### config.mk
export PLATFORM = sky130hd
export DESIGN_NAME = msgt_front
export DESIGN_NICKNAME = d
export VERILOG_FILES = /design/src/hdl/msgt_pkg.sv /design/src/hdl/msgt_front.sv
export SDC_FILE = /design/constraint.sdc
export NUM_CORES = 1
export LEC_CHECK = 0
export BUFFER_PORTS_ARGS = -buffer_cell sky130_fd_sc_hd__buf_2
export CORE_UTILIZATION = 60
export DETAILED_ROUTE_END_ITERATION = 12
export PLACE_DENSITY = 0.8
export SYNTH_ARGS = -nofsm -noshare
export SYNTH_HDL_FRONTEND = slang
export SYNTH_SLANG_ARGS = --single-unit
### constraint.sdc
create_clock -name clk -period 6.4 [get_ports clk]
set_input_delay 0.32 -clock clk [delete_from_list [all_inputs] [get_ports clk]]
set_output_delay 0.32 -clock clk [all_outputs]
set_load 0.03 [all_outputs]
### src/hdl/msgt_pkg.sv
package msgt_pkg;

  localparam int OP_W   = 2;
  localparam int IDX_W  = 4;
  localparam int ADDR_W = 32;
  localparam int PORT_W = 16;
  localparam int SEQ_W  = 64;
  localparam int CNT_W  = 16;
  localparam int TS_W   = 48;
  localparam int TOT_W  = 32;
  localparam int ST_W   = 3;
  // wide enough for the largest group table (64 slots)
  localparam int SLOT_W = 6;

  localparam logic [OP_W-1:0] OP_WRITE  = 2'd0;
  localparam logic [OP_W-1:0] OP_PACKET = 2'd1;
  localparam logic [OP_W-1:0] OP_READ   = 2'd2;

  localparam logic [TOT_W-1:0] TOT_MAX = '1;

  typedef enum logic [ST_W-1:0] {
    ST_WRITTEN  = 3'd0,
    ST_IGNORED  = 3'd1,
    ST_FIRST    = 3'd2,
    ST_IN_ORDER = 3'd3,
    ST_GAP      = 3'd4,
    ST_BACK     = 3'd5,
    ST_REPORT   = 3'd6
  } status_t;

  typedef enum logic [1:0] {
    CMD_WRITE,
    CMD_IGNORE,
    CMD_PACKET,
    CMD_READ
  } cmd_kind_t;

  // classified word handed from front end to back end
  typedef struct packed {
    cmd_kind_t          kind;
    logic [SLOT_W-1:0]  slot;
    logic [SEQ_W-1:0]   seq;
    logic [CNT_W-1:0]   cnt;
    logic [TS_W-1:0]    ts;
  } cmd_t;

  // per-group tracking entry
  typedef struct packed {
    logic [SEQ_W-1:0] exp_seq;
    logic [TS_W-1:0]  ts;
    logic [TOT_W-1:0] gaps;
    logic [TOT_W-1:0] backs;
  } track_t;

endpackage

### src/hdl/msgt_front.sv
module msgt_front import msgt_pkg::*; #(
  parameter int GROUPS = 16
) (
  input  logic              clk,
  input  logic              rst_n,
  input  logic              in_valid,
  output logic              in_ready,
  input  logic [OP_W-1:0]   in_op,
  input  logic [IDX_W-1:0]  in_entry_index,
  input  logic              in_entry_valid,
  input  logic [ADDR_W-1:0] in_dst_address,
  input  logic [PORT_W-1:0] in_dst_port,
  input  logic              in_is_udp,
  input  logic [SEQ_W-1:0]  in_seq_number,
  input  logic [CNT_W-1:0]  in_msg_count,
  input  logic [TS_W-1:0]   in_timestamp_ns,
  output logic              push,
  output cmd_t              push_cmd,
  input  logic              q_full
);

  logic [ADDR_W-1:0] tbl_addr_r [GROUPS];
  logic [PORT_W-1:0] tbl_port_r [GROUPS];
  logic [GROUPS-1:0] tbl_v_r;

  logic              s1_v_r;
  cmd_t              s1_cmd_r;
  logic [GROUPS-1:0] s1_hit_r;

  logic              acc;
  logic              idx_ok;
  cmd_kind_t         kind;
  logic [GROUPS-1:0] hit;
  logic              found;
  logic [SLOT_W-1:0] sel;

  assign in_ready = !s1_v_r;
  assign acc      = in_valid && in_ready;
  assign idx_ok   = 32'(in_entry_index) < GROUPS;

  always_comb begin
    priority if (in_op == OP_WRITE && idx_ok) begin
      kind = CMD_WRITE;
    end else if (in_op == OP_READ && idx_ok) begin
      kind = CMD_READ;
    end else if (in_op == OP_PACKET && in_is_udp) begin
      kind = CMD_PACKET;
    end else begin
      kind = CMD_IGNORE;
    end
  end

  // parallel compare against every slot; address and port must both match
  always_comb begin
    for (int g = 0; g < GROUPS; g++) begin
      hit[g] = tbl_v_r[g] && (tbl_addr_r[g] == in_dst_address) &&
               (tbl_port_r[g] == in_dst_port);
    end
  end

  always_ff @(posedge clk) begin
    if (!rst_n) begin
      tbl_v_r <= '0;
    end else if (acc && kind == CMD_WRITE) begin
      for (int g = 0; g < GROUPS; g++) begin
        if (32'(in_entry_index) == g) begin
          tbl_v_r[g] <= in_entry_valid;
        end
      end
    end
  end

  always_ff @(posedge clk) begin
    if (acc && kind == CMD_WRITE) begin
      for (int g = 0; g < GROUPS; g++) begin
        if (32'(in_entry_index) == g) begin
          tbl_addr_r[g] <= in_dst_address;
          tbl_port_r[g] <= in_dst_port;
        end
      end
    end
  end

  always_ff @(posedge clk) begin
    if (!rst_n) begin
      s1_v_r <= 1'b0;
    end else if (acc) begin
      s1_v_r <= 1'b1;
    end else if (push) begin
      s1_v_r <= 1'b0;
    end
  end

  always_ff @(posedge clk) begin
    if (acc) begin
      s1_cmd_r.kind <= kind;
      s1_cmd_r.slot <= (kind == CMD_IGNORE) ? '0 : SLOT_W'(in_entry_index);
      s1_cmd_r.seq  <= in_seq_number;
      s1_cmd_r.cnt  <= in_msg_count;
      s1_cmd_r.ts   <= in_timestamp_ns;
      s1_hit_r      <= hit;
    end
  end

  // lowest matching slot wins
  always_comb begin
    found = 1'b0;
    sel   = '0;
    for (int g = GROUPS - 1; g >= 0; g--) begin
      if (s1_hit_r[g]) begin
        found = 1'b1;
        sel   = SLOT_W'(g);
      end
    end
  end

  always_comb begin
    push_cmd = s1_cmd_r;
    if (s1_cmd_r.kind == CMD_PACKET) begin
      if (found) begin
        push_cmd.slot = sel;
      end else begin
        push_cmd.kind = CMD_IGNORE;
        push_cmd.slot = '0;
      end
    end
  end

  assign push = s1_v_r && !q_full;

endmodule

After elaboration in Yosys (flattened, before gate mapping)
Memory sizes are Yosys's and may differ from the RTL's.
Cells that the tools add are included.
- register bits after elaboration: 169
- RAM bits: 768
- input port bits: 188
- output and inout port bits: 138
- logic and storage cells: 343
- memories: 2
- memories (memory ; words ; width ; rd ports ; clocked after Yosys merged registers in ; wr ports ; RTL line ; RTL):
    tbl_addr_r ; 16 ; 32 ; 16 ; 0 ; 1 ; msgt_front.sv:22 ; logic [ADDR_W-1:0] tbl_addr_r [GROUPS];
    tbl_port_r ; 16 ; 16 ; 16 ; 0 ; 1 ; msgt_front.sv:23 ; logic [PORT_W-1:0] tbl_port_r [GROUPS];
- equality and inequality tests: 51
- multiplexer cells: 178
- reductions and logical operators: 88
- operator list (cell ; number):
    $eq 32x32->1 ; 16
    $mux 32 ; 15
    $reduce_or 32->1 ; 15
    $eq 16x16->1 ; 16
    $mux 16 ; 15
    $reduce_or 16->1 ; 15
    $mux 4 ; 31
    $mux 1 ; 96
    $mux 6 ; 16
    $logic_and 1x1->1 ; 36
    $eq 4x4->1 const B ; 8
    $reduce_and 2->1 ; 16
    $eq 4x3->1 const B ; 4
    $eq 4x2->1 const B ; 2
    $mux 2 ; 4
    $mux 8 ; 1
    $eq 2x1->1 const B ; 2
    $eq 2x2->1 const B ; 2
    $eq 4x1->1 const B ; 1
    $logic_not 2->1 ; 2
    $logic_not 4->1 ; 1
    $logic_not 1->1 ; 2
    $reduce_bool 2->1 ; 1

Depth between registers and ports, before layout
- depth after elaboration: 25
- gate-level depth with buffers: 7
- depth with buffers taken out: 5

Worst setup path after synthesis
OpenSTA, ideal clock, no wires.
- kind: register to register
- from: register s1_v_r
- to: register tbl_v_r[2]
- library setup time: 0.120 ns
- data arrival time: 4.712 ns
- data required time: 6.280 ns
- path slack: 1.568 ns
- cell stages (with the launch flop): 6
- buffers on the path: 0
- clock period less this slack: 4.832 ns
- cells stage by stage: dfxtp_1 > nor4b_4 > nand3b_1 > nor3_1 > mux2i_1 > nor2b_1
- cells in the longest elaborated chain, start to end: 4
- ends and longest elaborated chain (item ; RTL line ; RTL):
    from (decl) ; msgt_front.sv:26 ; logic s1_v_r;
    from (signal assigned) ; msgt_front.sv:86 ; s1_v_r <= 1'b0;
    from (signal assigned) ; msgt_front.sv:88 ; s1_v_r <= 1'b1;
    from (signal assigned) ; msgt_front.sv:90 ; s1_v_r <= 1'b0;
    $logic_not 1->1 ; msgt_front.sv:37 ; assign in_ready = !s1_v_r;
    $logic_and 1x1->1 ; msgt_front.sv:38 ; assign acc = in_valid && in_ready;
    $logic_and 1x1->1 ; msgt_front.sv:64 ; end else if (acc && kind == CMD_WRITE) begin
    $reduce_and 2->1 (no source line) ; -- ;
    to (signal, indexed assignment) ; msgt_front.sv:67 ; tbl_v_r[g] <= in_entry_valid;
    to (decl) ; msgt_front.sv:24 ; logic [GROUPS-1:0] tbl_v_r;
Every way passes these cells.
A chain may end at the register's enable or synchronous reset.

==> run_results.csv <==
group,metric,value,unit
run_status,status,"complete, no violations",
sta,min_period_over_period,48.6,%
cells_and_area,n_fill_cell,3882,
yosys,synth_flop_cell,"edfxtp_1",
yosys,synth-simple-area-share,5.09,%
worst_hold_path,hp-class,"in2reg",
worst_setup_path,cp_max_fo,4,
yosys,synth_top_family_by_area,"XOR/XNOR gates",
detailed_routing,detail_route.iter0.violations,2667,
sta,rsz0062_at_grt,"false",
global_route,grt_pass1_wl,150000,µm
job,max-cap-violations,0,
yosys,ys_seq_elements,935,
die,core_area,0.0633,mm²
sta,tns,0,ps
cells_and_area,regArea,0.0279,mm²
die,die_y,255,µm
yosys,ys_seq_area_share,72.4,%
yosys,synth-edff-count,918,
detailed_routing,viasPerCell,5.99,
pwr,p_leak,15.5,nW
pwr,powerDensity,296,mW/mm²
yosys,ys_warn_count,0,
place,dpl_worst_slack,3170,ps
sta,final_hold_viol_count,0,
cells_and_area,fin_util,70.7,%
cells_and_area,multiInputGateArea,0.00912,mm²
die,fp.dieArea,0.0652,mm²
yosys,ys_top_cells_by_area,"edfxtp_1 72%, xor2_1 12%, xnor2_1 4.0%",
clock_tree,cts_setup_buffers,0,
worst_setup_path,cp-end-kind,"output port",
detailed_routing,drtPass1Iterations,6,
global_route,grt_max_degree,68,
die,initial_core_util,60.9,%
global_route,gr-usage-all-layers,32.0,%
yosys,synth_compound_area_share,2.06,%
global_route,grt_pass1_vias,21900,
place,port-buffer-count,323,
clock_tree,cts_buffer_depth,3,
die,ios,326,
yosys,synth_mux_area_share,0.130,%
worst_setup_path,crit_end,"push_cmd[128]",
yosys,yosysUniqueCellTypes,54,
yosys,synthArstFlopShare,0,%
pwr,power,13.3,mW
worst_setup_path,reg2reg_depth,3,
cells_and_area,syn_to_final_growth,16.2,%
detailed_routing,drt.antenna.violating_nets,0,
sta,post-route-min-period,3110,ps
yosys,syn_area,0.0385,mm²
worst_setup_path,worst_setup_path_start_kind,"flop",
cells_and_area,final_cell_area,0.0448,mm²
yosys,synth_top_area_share,71.5,%
sta,fin_ws,3290,ps
clock_tree,cts.reportedPaths.clkPinSlew,70,ps
detailed_routing,totalWireLength,105000,µm
yosys,synth_xor_area_share,16.1,%
cells_and_area,nets,2951,
yosys,synth_adder_area_share,0,%
detailed_routing,vias,22000,
die,die_w,255,µm
sta,report.final.slew_viol_count,0,
sta,maxSlewHeadroom,11.1,%
worst_setup_path,crit_type,"reg2out",
clock_tree,clkLatencyLatePin,650,ps
detailed_routing,wl_per_cell,28.5,µm
clock_tree,cts-buffers-inserted,92,
place,placed_area,0.0404,mm²
worst_setup_path,r2r-end,"tbl_addr_r[0][213]$_DFFE_PP_",
die,num_rows,92,
place,dpl.hpwl,63500,µm
detailed_routing,drc,0,
sta,setup_viol,0,
clock_tree,cts.sinks,935,
pwr,ir_worst_vdd,0.264,mV
clock_tree,cts-root-buf,"clkbuf_16",
cells_and_area,layout-drive-gt1-share,19.3,%
yosys,synth_common_cells,"918 x edfxtp_1, 530 x xor2_1, 178 x xnor2_1, 147 x nor4_1, 130 x buf_4",
place,gp_congestion,0.973,
sta,worstMarginPinSlew,1330,ps
worst_setup_path,startpoint,"s1_hit_r[7]$_DFFE_PP_",
global_route,grt-ovfl-total,0,
worst_setup_path,rr_startpoint,"s1_v_r$_SDFFE_PN0P_",
clock_tree,htreeDepth,3,
yosys,synth.most_common_cell,"edfxtp_1",
worst_setup_path,r2r_slack,3370,ps
worst_setup_path,critPathRequiredTime,6080,ps
worst_setup_path,worst_ep_arrival_time,2790,ps
yosys,syn_area_per_cell,16.3,µm²
yosys,synthCells,2371,
global_route,grt_antenna_before_repair,3,
clock_tree,cts_tree,"done",
sta,max_freq,321,MHz
sta,fin_worst_skew,21.4,ps
yosys,synth_top_area_cell,"edfxtp_1",
## critical path, cell delays in order, from the launching register on
cell and delay (ps):
edfxtp_1 550, or4_1 610, or2_1 260, nor3_2 250
or4_1 170, o22ai_1 90, buf_2 210
## cell families (layout without fill, tap and decap cells)
| group | after synthesis | in the layout |
|---|---|---|
| multiplexers | 5 | 5 |
| flip-flops | 935 | 935 |
| XOR/XNOR | 708 | 708 |
| AO/OA/AOI/OAI | 113 | 113 |
| other | 1 | 3 |
| buffers and inverters | 274 | 738 |
| AND/OR/NAND/NOR | 335 | 335 |
## per-stage QoR
step,instances,hold slack [ps]
after detailed placement,3383,477
after global routing,3683,40.9
after floorplan,2372,419
after CTS,3681,36.7
after global placement,3383,469
final,3683,65.5
## cell usage in the layout (no fill, tap or decap), types with 19 or more instances in the layout
master and n:
inv_1 43, o21ai_0 23, buf_2 323, nand2_1 27, nand4_1 68, edfxtp_1 918
buf_4 72, clkinv_1 19, nor4_1 147, dlygate4sd3_1 131, clkbuf_16 94, xnor2_1 178
xor2_1 530
## flip-flops by register name (all words and copies together), names as in the netlist
register    count
tbl_addr_r    512
s1_cmd_r        6
s1_hit_r       16
tbl_v_r        16
tbl_port_r    256
push_cmd      128
s1_v_r          1
## power breakdown
group / switching, mW / internal [mW] / total (mW)
Combinational: 0.656 / 0.291 / 0.946
Sequential: 0.0355 / 6.81 / 6.85
Clock: 2.25 / 3.22 / 5.46
## per-layer routing
| metal | global-route usage, % | share of wire (%) | vias to the layer above |
|---|---|---|---|
| li1 | - | - | 9364 |
| met2 | 51.2 | 48 | 1463 |
| met5 | 0 | 0 | - |
| met4 | 14.7 | 5.0 | 0 |
| met3 | 5.47 | 9.9 | 250 |
| met1 | 43.3 | 38 | 11000 |
## repair_timing
item                                    CTS  global route
hold endpoints to repair                134             0
endpoints found under the setup margin    0             0
hold buffers                            131             0
gates resized for setup                   0             0
## area by class of cell
| type | instances | area share (%) |
|---|---|---|
| Tap cell | 846 | 2.36 |
| Clock inverter | 53 | 1.29 |
| Inverter | 44 | 0.369 |
| Sequential cell | 935 | 62.3 |
| Clock buffer | 114 | 5.51 |
| Multi-Input combinational cell | 1163 | 20.4 |
| Antenna cell | 1 | 0.00559 |
| Timing Repair Buffer | 527 | 7.79 |
## how the worst min path moves through the flow
stage / from / end / slack [ps] / cells after the start
floorplan: in_timestamp_ns[0] / push_cmd[0]$_DFFE_PP_ / 420 / 0
global placement: tbl_v_r[5]$_SDFFE_PN0P_ / tbl_v_r[5]$_SDFFE_PN0P_ / 470 / 2
global route: in_dst_address[2] / tbl_addr_r[0][98]$_DFFE_PP_ / 40 / 1
detailed placement: tbl_v_r[5]$_SDFFE_PN0P_ / tbl_v_r[5]$_SDFFE_PN0P_ / 480 / 2
CTS: in_dst_address[2] / tbl_addr_r[0][98]$_DFFE_PP_ / 40 / 1
finish: in_dst_address[2] / tbl_addr_r[0][98]$_DFFE_PP_ / 70 / 1
Power figures use the tool's default switching activity.
