==> config.mk <==
export PLATFORM = sky130hd
export DESIGN_NAME = msgt_back
export DESIGN_NICKNAME = d
export VERILOG_FILES = /design/src/hdl/msgt_pkg.sv /design/src/hdl/msgt_back.sv
export SDC_FILE = /design/constraint.sdc
export NUM_CORES = 2
export LEC_CHECK = 0
export BUFFER_PORTS_ARGS = -buffer_cell sky130_fd_sc_hd__buf_4
export CORE_UTILIZATION = 50
export DETAILED_ROUTE_END_ITERATION = 10
export PLACE_DENSITY = 0.72
export SETUP_SLACK_MARGIN = 0.05
export SLEW_MARGIN = 40
export SYNTH_ARGS = -nofsm -noshare
export SYNTH_HDL_FRONTEND = slang
export SYNTH_SLANG_ARGS = --single-unit
==> constraint.sdc <==
create_clock -name clk -period 22.1 [get_ports clk]
set_clock_uncertainty 0.2 [all_clocks]
set_input_delay 4.42 -clock clk [delete_from_list [all_inputs] [get_ports clk]]
set_output_delay 4.42 -clock clk [all_outputs]
set_load 0.005 [all_outputs]
==> src/hdl/msgt_pkg.sv <==
package msgt_pkg;

  localparam int OP_W   = 2;
  localparam int IDX_W  = 4;
  localparam int ADDR_W = 32;
  localparam int PORT_W = 16;
  localparam int SEQ_W  = 64;
  localparam int CNT_W  = 16;
  localparam int TS_W   = 48;
  localparam int TOT_W  = 32;
  localparam int ST_W   = 3;
  // wide enough for the largest group table (64 slots)
  localparam int SLOT_W = 6;

  localparam logic [OP_W-1:0] OP_WRITE  = 2'd0;
  localparam logic [OP_W-1:0] OP_PACKET = 2'd1;
  localparam logic [OP_W-1:0] OP_READ   = 2'd2;

  localparam logic [TOT_W-1:0] TOT_MAX = '1;

  typedef enum logic [ST_W-1:0] {
    ST_WRITTEN  = 3'd0,
    ST_IGNORED  = 3'd1,
    ST_FIRST    = 3'd2,
    ST_IN_ORDER = 3'd3,
    ST_GAP      = 3'd4,
    ST_BACK     = 3'd5,
    ST_REPORT   = 3'd6
  } status_t;

  typedef enum logic [1:0] {
    CMD_WRITE,
    CMD_IGNORE,
    CMD_PACKET,
    CMD_READ
  } cmd_kind_t;

  // classified word handed from front end to back end
  typedef struct packed {
    cmd_kind_t          kind;
    logic [SLOT_W-1:0]  slot;
    logic [SEQ_W-1:0]   seq;
    logic [CNT_W-1:0]   cnt;
    logic [TS_W-1:0]    ts;
  } cmd_t;

  // per-group tracking entry
  typedef struct packed {
    logic [SEQ_W-1:0] exp_seq;
    logic [TS_W-1:0]  ts;
    logic [TOT_W-1:0] gaps;
    logic [TOT_W-1:0] backs;
  } track_t;

endpackage

==> src/hdl/msgt_back.sv <==
module msgt_back import msgt_pkg::*; #(
  parameter int GROUPS = 16
) (
  input  logic              clk,
  input  logic              rst_n,
  input  logic              q_empty,
  input  cmd_t              head,
  output logic              pop,
  output logic              out_valid,
  input  logic              out_ready,
  output logic [ST_W-1:0]   out_status,
  output logic [IDX_W-1:0]  out_group_index,
  output logic [SEQ_W-1:0]  out_expected_seq,
  output logic [SEQ_W-1:0]  out_lost_count,
  output logic [TS_W-1:0]   out_down_time_ns,
  output logic [TS_W-1:0]   out_prev_timestamp,
  output logic [TOT_W-1:0]  out_gap_total,
  output logic [TOT_W-1:0]  out_back_total
);

  localparam int IW = (GROUPS > 1) ? $clog2(GROUPS) : 1;

  typedef enum logic {S_IDLE, S_EXEC} state_t;

  state_t            state_r;
  cmd_t              cmd_r;
  track_t            mem [GROUPS];
  track_t            rd_r;
  logic              rd_v_r;
  logic [GROUPS-1:0] trk_v_r;

  logic              out_valid_r;
  status_t           st_r;
  logic [IDX_W-1:0]  gidx_r;
  logic [SEQ_W-1:0]  exp_r;
  logic [SEQ_W-1:0]  lost_r;
  logic [TS_W-1:0]   down_r;
  logic [TS_W-1:0]   prev_r;
  logic [TOT_W-1:0]  gaps_r;
  logic [TOT_W-1:0]  backs_r;

  logic [IW-1:0]     ra;
  logic [IW-1:0]     wa;
  logic              fire;
  track_t            cur;
  track_t            upd;
  status_t           st;
  logic [SEQ_W-1:0]  exp_o;
  logic [SEQ_W-1:0]  lost_o;
  logic [TS_W-1:0]   down_o;
  logic [TS_W-1:0]   prev_o;
  logic [TOT_W-1:0]  gaps_o;
  logic [TOT_W-1:0]  backs_o;

  assign pop  = (state_r == S_IDLE) && !q_empty;
  assign ra   = head.slot[IW-1:0];
  assign wa   = cmd_r.slot[IW-1:0];
  assign fire = (state_r == S_EXEC) && (!out_valid_r || out_ready);

  // slot never touched since reset reads as all zero
  assign cur = rd_v_r ? rd_r : '0;

  always_comb begin
    st      = ST_IGNORED;
    exp_o   = '0;
    lost_o  = '0;
    down_o  = '0;
    prev_o  = '0;
    gaps_o  = '0;
    backs_o = '0;
    upd.exp_seq = cmd_r.seq + SEQ_W'(cmd_r.cnt);
    upd.ts      = cmd_r.ts;
    upd.gaps    = cur.gaps;
    upd.backs   = cur.backs;
    unique case (cmd_r.kind)
      CMD_WRITE: begin
        st = ST_WRITTEN;
      end
      CMD_IGNORE: begin
        st = ST_IGNORED;
      end
      CMD_READ: begin
        st      = ST_REPORT;
        exp_o   = cur.exp_seq;
        prev_o  = cur.ts;
        gaps_o  = cur.gaps;
        backs_o = cur.backs;
      end
      CMD_PACKET: begin
        exp_o  = cur.exp_seq;
        prev_o = cur.ts;
        if (cur.exp_seq == '0) begin
          st = ST_FIRST;
        end else begin
          down_o = cmd_r.ts - cur.ts;
          priority if (cmd_r.seq == cur.exp_seq) begin
            st = ST_IN_ORDER;
          end else if (cmd_r.seq > cur.exp_seq) begin
            st     = ST_GAP;
            lost_o = cmd_r.seq - cur.exp_seq;
            if (cur.gaps != TOT_MAX) begin
              upd.gaps = cur.gaps + TOT_W'(1);
            end
          end else begin
            st = ST_BACK;
            if (cur.backs != TOT_MAX) begin
              upd.backs = cur.backs + TOT_W'(1);
            end
          end
        end
        gaps_o  = upd.gaps;
        backs_o = upd.backs;
      end
      default: begin
        st = ST_IGNORED;
      end
    endcase
  end

  // tracking store: one read port (registered), one write port
  always_ff @(posedge clk) begin
    if (pop) begin
      rd_r <= mem[ra];
    end
    if (fire && cmd_r.kind == CMD_PACKET) begin
      mem[wa] <= upd;
    end
  end

  always_ff @(posedge clk) begin
    if (!rst_n) begin
      trk_v_r <= '0;
      rd_v_r  <= 1'b0;
    end else begin
      if (pop) begin
        rd_v_r <= trk_v_r[ra];
      end
      if (fire && cmd_r.kind == CMD_PACKET) begin
        trk_v_r[wa] <= 1'b1;
      end
    end
  end

  always_ff @(posedge clk) begin
    if (!rst_n) begin
      state_r     <= S_IDLE;
      out_valid_r <= 1'b0;
    end else begin
      if (fire) begin
        out_valid_r <= 1'b1;
      end else if (out_valid_r && out_ready) begin
        out_valid_r <= 1'b0;
      end
      unique case (state_r)
        S_IDLE: begin
          if (pop) begin
            cmd_r   <= head;
            state_r <= S_EXEC;
          end
        end
        S_EXEC: begin
          if (fire) begin
            st_r        <= st;
            gidx_r      <= IDX_W'(cmd_r.slot);
            exp_r       <= exp_o;
            lost_r      <= lost_o;
            down_r      <= down_o;
            prev_r      <= prev_o;
            gaps_r      <= gaps_o;
            backs_r     <= backs_o;
            state_r     <= S_IDLE;
          end
        end
        default: state_r <= S_IDLE;
      endcase
    end
  end

  assign out_valid          = out_valid_r;
  assign out_status         = st_r;
  assign out_group_index    = gidx_r;
  assign out_expected_seq   = exp_r;
  assign out_lost_count     = lost_r;
  assign out_down_time_ns   = down_r;
  assign out_prev_timestamp = prev_r;
  assign out_gap_total      = gaps_r;
  assign out_back_total     = backs_r;

`ifndef SYNTH
  a_gap_has_loss: assert property (@(posedge clk) disable iff (!rst_n)
    (out_valid_r && st_r == ST_GAP) |-> (lost_r != '0))
    else $error("gap word with zero lost count");
  a_first_clean: assert property (@(posedge clk) disable iff (!rst_n)
    (out_valid_r && st_r == ST_FIRST) |-> (exp_r == '0 && down_r == '0))
    else $error("first word carries expected or down time");
  a_update_marks: assert property (@(posedge clk) disable iff (!rst_n)
    (fire && cmd_r.kind == CMD_PACKET) |=> trk_v_r[$past(wa)])
    else $error("updated slot not marked tracked");
`endif

endmodule

**Yosys cells after proc, flatten, opt, wreduce, memory -nomap -nowiden**

Memories as Yosys holds them, arrays and structs flattened. A register that Yosys moved wholly into a read port is not among the register bits.
Index checks and enable logic that the tools add are counted.

- Add/subtract/negate cells: 5
- Order comparisons: 4
- Eq/ne operators: 6
- Multiplexer cells: 25
- Bitwise logic cells: 4
- Reductions and logical operators: 16

Operators with widths:

| operator | number |
|---|---|
| 2-to-1 mux 64 bit | 3 |
| 2-to-1 mux 176 bit | 1 |
| 2-to-1 mux 32 bit | 4 |
| one-hot mux 32 bit (2 select lines) | 2 |
| adder 32 x 1 -> 32 bit, second input constant | 2 |
| adder 64 x 16 -> 64 bit | 1 |
| == test 64 bit | 1 |
| greater-than comparator 64 bit | 1 |
| zero test 64 bit | 1 |
| inequality test 32 bit, second input constant | 2 |
| subtractor 64 bit | 1 |
| subtractor 48 bit | 1 |
| bitwise OR 16 bit | 1 |
| one-hot mux 3 bit (4 select lines) | 1 |
| less-than comparator 4 x 5 -> 1 bit, second input constant | 2 |
| 2-to-1 mux 1 bit | 9 |
| 2-to-1 mux 3 bit | 2 |
| AND reduction 3 bit | 2 |
| logical AND 1 bit | 5 |
| binary-select mux 1 bit (select 4 bit) | 1 |
| demux 1 bit (select 4 bit) | 1 |
| == test 2 bit, second input constant | 2 |
| >= comparator 4 x 1 -> 1 bit, second input constant | 1 |
| OR reduction 2 bit | 2 |
| other kinds (8) | 11 |

- Register bits: 448
- RAM bits: 2816
- Input port bits: 140
- Output and inout bits: 297
- Logic and storage cells: 78
- Memories: 1

Memory list:

| name | depth | bits a word | read ports | clocked after Yosys merged registers in | write ports | RTL line | RTL |
|---|---|---|---|---|---|---|---|
| mem | 16 | 176 | 1 | 1 | 1 | msgt_back.sv:27 | `track_t mem [GROUPS];` |

**Logic depth before layout (Yosys ltp)**

- Word-level depth: 7
- Mapped depth: 21

**Worst setup path before layout**

Ideal clock, no wire load.

- Kind: input -> register
- From: input port out_ready
- To: memory mem[0][0] in the netlist's numbering (enable)
- Library setup time: 0.930 ns
- Data arrival time: 16.924 ns
- Required time: 20.970 ns
- Slack: 4.046 ns
- Stages on the path: 4
- Cells stage by stage: nand2b_1 -> nand3_1 -> or3_1 -> nor3_1

- Word-level cells in the longest chain between the ends: 5

RTL lines:

| element | RTL line | RTL |
|---|---|---|
| start: declaration | msgt_back.sv:10 | `input logic out_ready,` |
| logical OR 1 bit | msgt_back.sv:58 | `assign fire = (state_r == S_EXEC) && (!out_valid_r \|\| out_ready);` |
| logical AND 1 bit | msgt_back.sv:58 |  |
| logical AND 1 bit | msgt_back.sv:125 | `if (fire && cmd_r.kind == CMD_PACKET) begin` |
| 2-to-1 mux 1 bit | msgt_back.sv:125 |  |
| 2-to-1 mux 1 bit (implied by the code) | msgt_back.sv:126 | `mem[wa] <= upd;` |
| end: declaration | msgt_back.sv:27 |  |

Every way passes these cells.

**Worst setup path after layout**

- From: input port q_empty
- To: output port pop

- Word-level cells in the longest chain between the ends: 2

RTL lines:

| element | RTL line | RTL |
|---|---|---|
| start: declaration | msgt_back.sv:6 | `input logic q_empty,` |
| zero test 1 bit | msgt_back.sv:55 | `assign pop = (state_r == S_IDLE) && !q_empty;` |
| logical AND 1 bit | msgt_back.sv:55 |  |
| end: declaration | msgt_back.sv:8 | `output logic pop,` |

Every way passes these cells.

==> flow_summary.toml <==
[run_status]
status = "finished, final reports clean"

[clock_tree]
path_clk_slew_ns = 0.05
cts_htree_levels = 5
cts_tree = "built"
numCtsBuffers = 347
clock-sinks = 3440
holdBufCountCts = 0
cts_resized = 0
clock_path_buffers = 4
ctsRootBufferMaster = "clkbuf_16"
post-cts-setup-buffer-count = 0
clkLatencyLatePin_ns = 0.94

[floorplan]
rows = 191
die-area_sq_um = 276000
io_pins = 437
die_h_microns = 526
dieWidth_microns = 526
coreArea_sq_um = 272000
initial_core_util = 0.505

[final_layout]
syn_to_final_growth_pct = 14.9
mostFrequentLayoutCells = "edfxtp_1, mux4_2, buf_4"
fin_area_sq_um = 158000
nNetsFinal = 7673
drive_above_1_share = 0.276
final_common_cell = "edfxtp_1"

[grt]
grt_pass1_vias = 71300
grt_first_pass_wirelength_microns = 502000
gr-usage-all-layers = 0.250
grt_max_degree = 94
overflow = 0
antenna_found_initial = 19

[logic_synthesis]
synthesis.area_sq_um = 137000
ys_seq_elements = 3440
synth_cells = 6796
synth_seq_area_share = 0.752
synth_top_area_frac = 0.749
synth_edf_count = 3421
synth_top_flop_cell = "edfxtp_1"
yosys-top-cells-area = "edfxtp_1, mux4_2, ha_1"
async_reset_ff_frac = 0
synth.avg_cell_area_sq_um = 20.2
yosysUniqueCellTypes = 85
yosys_warnings = 0
synth_nets = 7068
synth_top_cell_by_area = "edfxtp_1"

[placed_design]
place_area_sq_um = 146000
gp_congestion = 0.945
dp_hpwl_microns = 199000
io_buffers = 434

[pwr]
p_per_area_nw_per_um2 = 85.7
leakagePower_nw = 52.9
peakVddDrop_uv = 67.0

[drt]
wire_per_inst_microns = 30.9
first_pass_iters = 8
drtIter0Drc = 9376
antenna_left = 0
drc_errors = 0
drt_wl_total_microns = 348000
drt-vias-per-instance = 6.31
routed-via-count = 71000

[job]
max_cap_violations = 0

[critical_path]
end_kind = "output port"
worstPathArrival_ns = 4.90
crit_required_ns = 17.48
worstSetupPathType = "in -> out"
start_kind = "primary input"
critPathMaxFanout = 4

[timing]
fin_crit_sh = 0.431
setup_violations = 0
slew_viol_final = 0
max_freq_ghz = 0.105
worstMarginPinSlew_ns = 1.10
finalHoldViolCount = 0
fin_tns_setup_ns = 0
final.min_clock_period_ns = 9.52
grt_setup_unrepaired = "false"
max-slew-margin-rel = 0.268

[hold_path]
hp-class = "reg -> reg"
-- report_power, final --
part	total [mW]	internal, mW	switching [mW]
Combinational	0.537	0.235	0.302
Sequential	7.28	7.21	0.0688
Clock	5.70	3.23	2.46
Total	13.5	10.7	2.83
-- worst paths after layout --
path               from                 to  slack [ns]  cells after the start
max             q_empty                pop       12.58                      3
min          trk_v_r[3]         trk_v_r[3]        0.26                      1
max reg2reg      rd_v_r  out_lost_count[4]       15.23                     13
min reg2reg  trk_v_r[3]         trk_v_r[3]        0.26                      1
-- through the flow --
stage	hold WS [ns]	setup WS (ns)	util	instances	total power, mW
after floorplan	0.235	4.05	-	6796	7.74
after global placement	0.241	11.97	0.534	10600	7.93
final	0.263	12.58	0.580	11300	13.5
after global routing	0.290	12.55	0.580	11300	13.9
after detailed placement	0.251	12.56	0.538	10600	7.95
after CTS	0.264	12.55	0.578	11200	13.6
-- cell type report --
| type | instances | area [sq um] |
|---|---|---|
| Fill cell | 19200 | 114000 |
| Sequential cell | 3440 | 103000 |
| Multi-Input combinational cell | 2966 | 33600 |
| Clock buffer | 437 | 9160 |
| Timing Repair Buffer | 587 | 5220 |
| Tap cell | 3570 | 4470 |
| Clock inverter | 191 | 1780 |
| Inverter | 59 | 224 |
| Antenna cell | 5 | 12.5 |
-- sequential cells by signal (all words and copies together) (netlist names), 3 cells and up --
name                count
mem                  2816
rd_r                  176
cmd_r                 134
out_expected_seq       64
out_lost_count         64
out_down_time_ns       48
out_prev_timestamp     48
out_back_total         32
out_gap_total          32
trk_v_r                16
out_group_index         4
out_status              3
-- logic make-up (layout without fill, tap and decap cells) --
group                    count (synthesis)  count (layout)  share of synthesized area
AO/OA/AOI/OAI                          536             536                     0.0253
XOR/XNOR                               253             253                     0.0162
adder cells (fa/ha/maj)                132             132                     0.0122
buffers and inverters                  390            1274                     0.0109
flip-flops                            3440            3440                      0.752
multiplexers                           891             891                      0.144
other                                    0               5                          0
AND/OR/NAND/NOR                       1154            1154                     0.0401
-- cells in the mapped netlist, types with 12 or more instances --
cell / n
edfxtp_1: 3421
mux4_2: 863
nor2_1: 336
nand2_1: 335
clkbuf_1: 236
a21oi_1: 170
xnor2_1: 133
ha_1: 129
xor2_1: 120
and3_1: 110
a21o_1: 98
nand3_1: 80
buf_1: 75
o21ai_0: 71
nand4_1: 61
inv_1: 58
nor3_1: 47
nor2b_1: 42
o21a_1: 40
a211oi_1: 32
o21bai_1: 30
nor4_1: 25
mux2i_1: 24
and2_1: 23
nand2b_1: 21
dfxtp_1: 19
buf_2: 18
a31oi_1: 17
or3_1: 16
and4_1: 12
-- critical path: stages --
cell and delay [ns]:
buf_4 0.14, nor2_4 0.18, buf_4 0.16
-- per-layer routing --
| metal | routed length [microns] | track usage | up-vias |
|---|---|---|---|
| li1 | - | - | 29000 |
| met1 | 137000 | 0.362 | 37300 |
| met2 | 165000 | 0.393 | 4083 |
| met3 | 35400 | 0.0419 | 593 |
| met4 | 10700 | 0.0765 | 2 |
| met5 | 12 | 0 | - |
No activity file was read; power rests on OpenSTA's default activity.
