### config.mk
export PLATFORM = sky130hd
export DESIGN_NAME = msgt_queue
export DESIGN_NICKNAME = d
export VERILOG_FILES = /design/src/hdl/msgt_pkg.sv /design/src/hdl/msgt_queue.sv
export SDC_FILE = /design/constraint.sdc
export NUM_CORES = 1
export LEC_CHECK = 0
export CAP_MARGIN = 25
export CORE_ASPECT_RATIO = 0.6
export CORE_MARGIN = 5
export CORE_UTILIZATION = 30
export DETAILED_ROUTE_END_ITERATION = 12
export DONT_BUFFER_PORTS = 1
export HOLD_SLACK_MARGIN = 0.06
export PLACE_DENSITY = 0.48
export RECOVER_POWER = 25
export SLEW_MARGIN = 30
export SYNTH_ARGS = -nofsm -noshare
export SYNTH_HDL_FRONTEND = slang
export SYNTH_SLANG_ARGS = --single-unit
### constraint.sdc
create_clock -name clk -period 10.1 [get_ports clk]
set_input_delay 2.02 -clock clk [delete_from_list [all_inputs] [get_ports clk]]
set_output_delay 2.02 -clock clk [all_outputs]
set_load 0.02 [all_outputs]
### src/hdl/msgt_pkg.sv
package msgt_pkg;

  localparam int OP_W   = 2;
  localparam int IDX_W  = 4;
  localparam int ADDR_W = 32;
  localparam int PORT_W = 16;
  localparam int SEQ_W  = 64;
  localparam int CNT_W  = 16;
  localparam int TS_W   = 48;
  localparam int TOT_W  = 32;
  localparam int ST_W   = 3;
  // wide enough for the largest group table (64 slots)
  localparam int SLOT_W = 6;

  localparam logic [OP_W-1:0] OP_WRITE  = 2'd0;
  localparam logic [OP_W-1:0] OP_PACKET = 2'd1;
  localparam logic [OP_W-1:0] OP_READ   = 2'd2;

  localparam logic [TOT_W-1:0] TOT_MAX = '1;

  typedef enum logic [ST_W-1:0] {
    ST_WRITTEN  = 3'd0,
    ST_IGNORED  = 3'd1,
    ST_FIRST    = 3'd2,
    ST_IN_ORDER = 3'd3,
    ST_GAP      = 3'd4,
    ST_BACK     = 3'd5,
    ST_REPORT   = 3'd6
  } status_t;

  typedef enum logic [1:0] {
    CMD_WRITE,
    CMD_IGNORE,
    CMD_PACKET,
    CMD_READ
  } cmd_kind_t;

  // classified word handed from front end to back end
  typedef struct packed {
    cmd_kind_t          kind;
    logic [SLOT_W-1:0]  slot;
    logic [SEQ_W-1:0]   seq;
    logic [CNT_W-1:0]   cnt;
    logic [TS_W-1:0]    ts;
  } cmd_t;

  // per-group tracking entry
  typedef struct packed {
    logic [SEQ_W-1:0] exp_seq;
    logic [TS_W-1:0]  ts;
    logic [TOT_W-1:0] gaps;
    logic [TOT_W-1:0] backs;
  } track_t;

endpackage

### src/hdl/msgt_queue.sv
module msgt_queue import msgt_pkg::*; (
  input  logic clk,
  input  logic rst_n,
  input  logic push,
  input  cmd_t push_cmd,
  output logic full,
  input  logic pop,
  output logic empty,
  output cmd_t head
);

  cmd_t       slot_r [2];
  logic       wp_r;
  logic       rp_r;
  logic [1:0] cnt_r;
  logic [1:0] cnt_nxt;

  assign full  = (cnt_r == 2'd2);
  assign empty = (cnt_r == 2'd0);
  assign head  = slot_r[rp_r];

  always_comb begin
    unique case ({push, pop})
      2'b10:   cnt_nxt = cnt_r + 2'd1;
      2'b01:   cnt_nxt = cnt_r - 2'd1;
      default: cnt_nxt = cnt_r;
    endcase
  end

  always_ff @(posedge clk) begin
    if (!rst_n) begin
      wp_r  <= 1'b0;
      rp_r  <= 1'b0;
      cnt_r <= 2'd0;
    end else begin
      if (push) begin
        wp_r <= ~wp_r;
      end
      if (pop) begin
        rp_r <= ~rp_r;
      end
      cnt_r <= cnt_nxt;
    end
  end

  always_ff @(posedge clk) begin
    if (push) begin
      slot_r[wp_r] <= push_cmd;
    end
  end

`ifndef SYNTH
  a_no_overflow: assert property (@(posedge clk) disable iff (!rst_n)
    push |-> !full) else $error("queue push while full");
  a_no_underflow: assert property (@(posedge clk) disable iff (!rst_n)
    pop |-> !empty) else $error("queue pop while empty");
  a_ptr_gap: assert property (@(posedge clk) disable iff (!rst_n)
    (cnt_r == 2'd1) |-> (wp_r != rp_r)) else $error("queue pointers out of step");
`endif

endmodule

Yosys cells after proc, flatten, opt, wreduce, memory -nomap -nowiden
Memory sizes are Yosys's and may differ from the RTL's. A register that Yosys moved wholly into a read port is not among the register bits. Cells that the tools add are included.

Flip-flop bits (word level): 4. Bits in writable memories: 272. Input port bits: 140. Output and inout bits: 138. Word-level logic and storage cells: 18. Memories kept: 1.

$add $sub $neg: 2. Equal/unequal tests: 3. Mux-type cells: 5. Bitwise gates (word level): 2. Reduce and logical (&&, ||, !) cells: 2.

Memories: slot_r (words 2, bits a word 136, read ports 1, clocked after memory_dff 1, wr ports 1, line msgt_queue.sv:12) `cmd_t slot_r [2];`.

Operators with widths (count): equality test 2 bit, second input constant (2); 2-to-1 mux 1 bit (4); one-hot mux 2 bit (2 select lines) (1); adder 2 x 1 -> 2 bit, second input constant (1); equality test 2 x 1 -> 1 bit, second input constant (1); zero test 2 bit (1); NOT 1 bit (2); nonzero test 2 bit (1); subtractor 2 x 1 -> 2 bit, second input constant (1).

Depth between registers and ports, before layout
Gate-level depths: netlist of the first run.

Word-level depth: 3. Mapped depth: 5. Depth with buffers taken out: 5.

Worst setup path after synthesis of the first run
Ideal clock, no wire load.

Path type: input to register. Start: in push. End: mem slot_r[0][0] in the netlist's numbering (enable). Library setup time: 0.638 ns. Arrival time: 7.804 ns. Required time: 9.462 ns. Setup slack: 1.658 ns. Stages on the path: 2. Buffers on the path: 0. Cells stage by stage: inv_1 -> nor2_1.

Cells in the longest elaborated chain, start to end: 2.

Ends and longest elaborated chain: start: declaration (line msgt_queue.sv:4) `input logic push,`; 2-to-1 mux 1 bit (line msgt_queue.sv:47) `if (push) begin`; 2-to-1 mux 1 bit (not written as such) (line msgt_queue.sv:48) `slot_r[wp_r] <= push_cmd;`; end: declaration (line msgt_queue.sv:12).

Every way passes these cells.

==> results of run 1 <==
power groups by stage:
stage / logic [W] / registers, W / clock network [W]
3_5_place_dp: 0.000233 / 0.00138 / 0
2_1_floorplan: 0.000204 / 0.00137 / 0
5_1_grt: 0.000240 / 0.00135 / 0.00108
6_report: 0.000228 / 0.00135 / 0.000987
3_3_place_gp: 0.000222 / 0.00138 / 0
4_1_cts: 0.000233 / 0.00135 / 0.00102
sequential cells by signal, indices dropped and copies added (netlist names), named ones only:
register and cells:
wp_r 1, slot_r 272, cnt_r 2, rp_r 1
layout make-up:
type,instances,area share
Sequential cell,277,0.714
Multi-Input combinational cell,152,0.156
Clock buffer,31,0.0596
Tap cell,459,0.0496
Clock inverter,17,0.0159
Timing Repair Buffer,6,0.00497
Inverter,1,0.000324
metal layers:
layer | GRT usage | vias up | routed length, um | share of wire
li1 | - | 1798 | - | -
met1 | 0.113 | 2090 | 7430 | 0.38
met2 | 0.156 | 154 | 9230 | 0.47
met3 | 0.0610 | 33 | 2570 | 0.13
met4 | 0.0224 | 0 | 424 | 0.022
met5 | 0 | - | 0 | 0
how the worst min path moves through the flow:
stage / end / slack, ns / cells past startpoint
finish: cnt_r[1] / 0.51 / 2
floorplan: cnt_r[1] / 0.47 / 2
CTS: cnt_r[1] / 0.52 / 2
global placement: cnt_r[1] / 0.48 / 2
global route: cnt_r[1] / 0.57 / 2
detailed placement: cnt_r[1] / 0.51 / 2
through the flow:
step / util / cells / instance area (sq um) / power (W) / hold WS [ns]
CTS: 0.345 / 943 / 11600 / 0.00261 / 0.521
detailed placement: 0.319 / 895 / 10700 / 0.00161 / 0.512
finish: 0.345 / 943 / 11600 / 0.00256 / 0.511
floorplan: - / 445 / 10200 / 0.00158 / 0.466
global placement: 0.318 / 894 / 10700 / 0.00160 / 0.482
global route: 0.345 / 943 / 11600 / 0.00267 / 0.574
cells by family after synthesis:
| family | after synthesis | synth area share |
|---|---|---|
| flip-flops | 277 | 0.813 |
| multiplexers | 136 | 0.165 |
| buffers and inverters | 16 | 0.0108 |
| AND/OR/NAND/NOR | 9 | 0.00529 |
| AO/OA/AOI/OAI | 3 | 0.00197 |
| XOR/XNOR | 3 | 0.00258 |
| adder cells (fa/ha/maj) | 1 | 0.00123 |
cell usage in the layout, fill, tap and decap left out, types with 2 or more instances in the layout:
cell,count
clkbuf_16,27
bufinv_16,4
dfxtp_1,4
clkbuf_1,4
edfxtp_1,272
xnor2_1,2
clkinv_2,5
and2_1,3
buf_4,5
mux2_4,40
clkinv_1,6
mux2_2,96
worst min-delay path: stages, from the launching register on:
cell and delay, ns:
dfxtp_1 0.33, o21ai_0 0.08, a21boi_1 0.06
==> results.json, run 1 <==
{
  "post-route-period-util": 0.486,
  "die_w_um": 248,
  "cts_resized": 0,
  "hold_viol": 0,
  "start_kind": "flop",
  "synth_edf_count": 272,
  "htree_levels": 1,
  "seq_area_sq_um": 8270,
  "nFillCells": 3148,
  "setup_ws_ns": 5.19,
  "cp_num_buf_inv": 2,
  "cts_hold_buffers": 0,
  "drive_above_1_share": 0.380,
  "power.density_nw_per_um2": 221,
  "p_clk_frac": 0.385,
  "cts.sinks": 277,
  "syn_area_sq_um": 10200,
  "port_buffers": 0,
  "rsz0062_at_grt": "no",
  "cts_root_buffer": "clkbuf_16",
  "synth_warnings": 0,
  "tns_ns": 0,
  "maxCapViolCount": 0,
  "ant_nets": 0,
  "r2r_slack_ns": 8.24,
  "peakVddDrop_v": 0.000165,
  "period_minus_slack_ns": 4.91,
  "die_h_um": 153,
  "synth_seq_cells": 277,
  "syn2layout_area_growth_pct": 13.9,
  "grt_usage": 0.0981,
  "cts_buffers": 26,
  "seq_area_frac_synth": 0.813,
  "fin_nets": 605,
  "critical-path-top-delay-family": "buffers and inverters",
  "grt_pass1_wl_um": 28700,
  "crit_path_end": "head[45]",
  "synthTopCellsByCount": "272 x edfxtp_1, 96 x mux2_2, 40 x mux2_4",
  "grt_max_degree": 67,
  "synthDistinctLibCells": 18,
  "drt_iter0_markers": 223,
  "multiInputGateArea_sq_um": 1800,
  "place_congestion": 0.757,
  "synth.area.top_cells": "edfxtp_1 80%, mux2_2 11%, mux2_4 5.9%",
  "netlist.area_leader.share": 0.803,
  "wl_per_cell_um": 20.8,
  "swShare": 0.221,
  "dr.pass1.iters": 4,
  "grt_remaining_overflow": 0,
  "r2r_cells": 2,
  "async_flop_share": 0,
  "max_freq_mhz": 204,
  "min_from": "cnt_r[1]",
  "postCtsSetupBuffers": 0,
  "rows": 52,
  "clockBufferDepth": 3,
  "switchingPower_w": 0.000568,
  "worstSetupPathDepth": 3,
  "max_stage_delay_ns": 0.75,
  "cp_max_fo": 64,
  "place_ws_ns": 5.72,
  "synthCells": 445,
  "fp.dieArea_sq_um": 37800,
  "endpoint_kind": "output port",
  "synth_most_common_cell": "edfxtp_1",
  "worstReg2RegEnd": "slot_r[0][135]",
  "vias": 4075,
  "drc": 0,
  "synth.net_count": 586,
  "min_path_type": "reg -> reg",
  "n_antenna_cell": 0,
  "crit_type": "reg -> out",
  "clkTransAtPathRegs_ns": 0.06,
  "status": "complete, no violations",
  "slew_headroom": 0.361,
  "worstPathCellList": "buf_12 > buf_4 > mux2_2",
  "cts_tree": "done",
  "initial_core_util": 0.303,
  "cp_slowest_cell": "buf_4",
  "crit_required_ns": 8.08,
  "yosys.area.top_type": "edfxtp_1",
  "antenna_found_initial": 0,
  "vias_per_cell": 4.32,
  "dp_hpwl_um": 13700,
  "clkLatencyLatePin_ns": 0.53,
  "intPower_w": 0.00200,
  "synthFlopType": "edfxtp_1",
  "pwr-share-seq": 0.526,
  "worstMarginPinSlew_ns": 0.958,
  "syn_avg_cell_area_sq_um": 22.9,
  "comb_power_share": 0.089,
  "cp_data_arrival_time_ns": 2.89,
  "first_global_vias": 4406,
  "timing.rr.start": "wp_r",
  "io_pins": 278,
  "slew_violations": 0,
  "drt_wl_total_um": 19700,
  "core_sq_um": 33600,
  "setup_viol": 0,
  "power.leakage_nw": 3.77,
  "fin_skew_ns": 0.0221
}
Note: power is estimated with default switching activity, not from simulation.
==> inputs of run 2 (changes only) <==
ABC_AREA = 1   (was not set)
PLACE_DENSITY = 0.49   (was 0.48)
clock period = 4.5 ns   (was 10.1 ns; I/O delays follow)
==> run 2 against run 1 <==
Via count is 1.5% higher; setup slack worse by 3.9 ns; synthesized area up 0.16%; first-iteration DRC count down 14%; highest routed layer is now met5.
==> results.json, run 2 <==
{
  "grt_usage": 0.0996,
  "synth_edf_count": 272,
  "period_minus_slack_ns": 3.23,
  "r2r_slack_ns": 2.60,
  "crit_type": "reg -> out",
  "vias_per_cell": 4.33,
  "wl_per_cell_um": 20.9,
  "grt_pass1_wl_um": 28700,
  "cts_hold_buffers": 0,
  "worstMarginPinSlew_ns": 0.933,
  "initial_core_util": 0.303,
  "htree_levels": 1,
  "netlist.area_leader.share": 0.802,
  "switchingPower_w": 0.00124,
  "maxCapViolCount": 0,
  "largest_register_ffs": 272,
  "drt_wl_total_um": 20000,
  "final_cell_mix": "272 x edfxtp_1, 96 x mux2_2, 40 x mux2_4, 27 x clkbuf_16, 11 x nor2_1",
  "slew_headroom": 0.378,
  "grt_max_degree": 70,
  "crit_required_ns": 3.60,
  "syn2layout_area_growth_pct": 13.4,
  "grt_remaining_overflow": 0,
  "pwr-share-seq": 0.549,
  "slew_violations": 0,
  "cts_buffers": 26,
  "cts_root_buffer": "clkbuf_16",
  "rsz0062_at_grt": "no",
  "io_pins": 278,
  "swShare": 0.224,
  "timing.hold.ws_ns": 0.462,
  "drive_above_1_share": 0.364,
  "setup_ws_ns": 1.27,
  "cts_tree": "done",
  "comb_power_share": 0.082,
  "postCtsSetupBuffers": 0,
  "peakVddDrop_v": 0.000261,
  "final_common_cell": "edfxtp_1",
  "hold_depth": 0,
  "synthDistinctLibCells": 13,
  "synthCells": 458,
  "min_from": "push_cmd[1]",
  "clkLatencyLatePin_ns": 0.53,
  "largest-register": "slot_r",
  "post-route-period-util": 0.718,
  "fin_skew_ns": 0.00436,
  "intPower_w": 0.00429,
  "clkTransAtPathRegs_ns": 0.06,
  "cp_data_arrival_time_ns": 2.33,
  "die_w_um": 248,
  "fin_nets": 619,
  "max_freq_mhz": 310,
  "fp.dieArea_sq_um": 37900,
  "endpoint_kind": "output port",
  "reg_top3": "slot_r: 272 flops, cnt_r: 2 flops",
  "yosys.area.top_type": "edfxtp_1",
  "synth_most_common_cell": "edfxtp_1",
  "dr.pass1.iters": 4,
  "worstPathCellList": "buf_4 > mux2_2",
  "min_path_type": "in -> reg",
  "place_congestion": 0.745,
  "seq_area_frac_synth": 0.811,
  "power.leakage_nw": 3.78,
  "holdPathEnd": "slot_r[0][1]",
  "syn_area_sq_um": 10200,
  "synth_seq_cells": 277,
  "cp_max_fo": 37,
  "r2r_cells": 3,
  "p_clk_frac": 0.369,
  "max_stage_delay_ns": 0.67,
  "clockBufferDepth": 3,
  "start_kind": "flop",
  "cts.sinks": 277,
  "synthFlopType": "edfxtp_1",
  "dp_hpwl_um": 13800,
  "first_global_vias": 4393,
  "cp_slowest_cell": "dfxtp_4",
  "setup_viol": 0,
  "synthTopCellsByCount": "272 x edfxtp_1, 96 x mux2_2, 40 x mux2_4",
  "cts_resized": 0,
  "syn_avg_cell_area_sq_um": 22.2,
  "synth.area.top_cells": "edfxtp_1 80%, mux2_2 11%, mux2_4 5.9%",
  "hold_viol": 0,
  "die_h_um": 153,
  "worstReg2RegEnd": "slot_r[1][95]",
  "drt_iter0_markers": 191,
  "timing.rr.start": "wp_r",
  "ant_nets": 0,
  "nFillCells": 3139,
  "n_antenna_cell": 0,
  "port_buffers": 0,
  "status": "complete, no violations",
  "rows": 52,
  "antenna_found_initial": 1,
  "synth_warnings": 0,
  "async_flop_share": 0,
  "drc": 0,
  "place_ws_ns": 1.79,
  "core_sq_um": 33600,
  "synth.net_count": 599,
  "vias": 4136,
  "tns_ns": 0,
  "power.density_nw_per_um2": 478
}
## run 2: final cells by class
class	instances	area, sq um	share of cell area
clock buffer	33	698	0.0604
clock inverter	14	90.1	0.00780
inverter	6	27.5	0.00238
multi-input combinational	160	1790	0.155
sequential	277	8270	0.716
tap	459	574	0.0497
timing repair buffer	7	97.6	0.00845
## run 2: kinds of logic after synthesis
| group | Yosys count | share of synthesized area |
|---|---|---|
| AO/OA/AOI/OAI | 2 | 0.000981 |
| AND/OR/NAND/NOR | 21 | 0.00798 |
| buffers and inverters | 21 | 0.0133 |
| multiplexers | 136 | 0.165 |
| flip-flops | 277 | 0.811 |
| adder cells (fa/ha/maj) | 1 | 0.00123 |
## run 2: critical path: cells and delay by family (launching register included)
| family | cells | cell delay (ns) |
|---|---|---|
| DFF | 1 | 0.67 |
| buffers and inverters | 1 | 0.61 |
| muxes | 1 | 0.47 |
## run 2: worst max path at each step
stage	start	to	cells after the start
finish	flop	head[131]	2
global route	flop	head[130]	2
CTS	flop	head[131]	2
detailed placement	flop	head[131]	2
global placement	flop	head[128]	2
floorplan	push	slot_r[1][0]	2
## run 2: power by group through the flow
stage               registers, W  clock network [W]  logic, W
floorplan                0.00307                  0  0.000400
global placement         0.00308                  0  0.000457
detailed placement       0.00309                  0  0.000462
CTS                      0.00303            0.00213  0.000465
global route             0.00304            0.00224  0.000482
finish                   0.00303            0.00204  0.000455
## run 2: per-layer routing
metal | track usage | up-vias | wire length [um]
met3 | 0.0670 | 30 | 2940
met5 | 0 | - | 13
li1 | - | 1834 | -
met4 | 0.0238 | 2 | 427
met1 | 0.105 | 2104 | 7020
met2 | 0.166 | 166 | 9630
## run 2: through the flow
stage / cell area [sq um] / std cells / util / power (W)
after detailed placement: 10700 / 908 / 0.319 / 0.00355
final: 11600 / 956 / 0.343 / 0.00552
after floorplan: 10200 / 458 / - / 0.00347
after CTS: 11500 / 955 / 0.343 / 0.00563
after global placement: 10700 / 908 / 0.319 / 0.00354
after global routing: 11600 / 956 / 0.343 / 0.00576
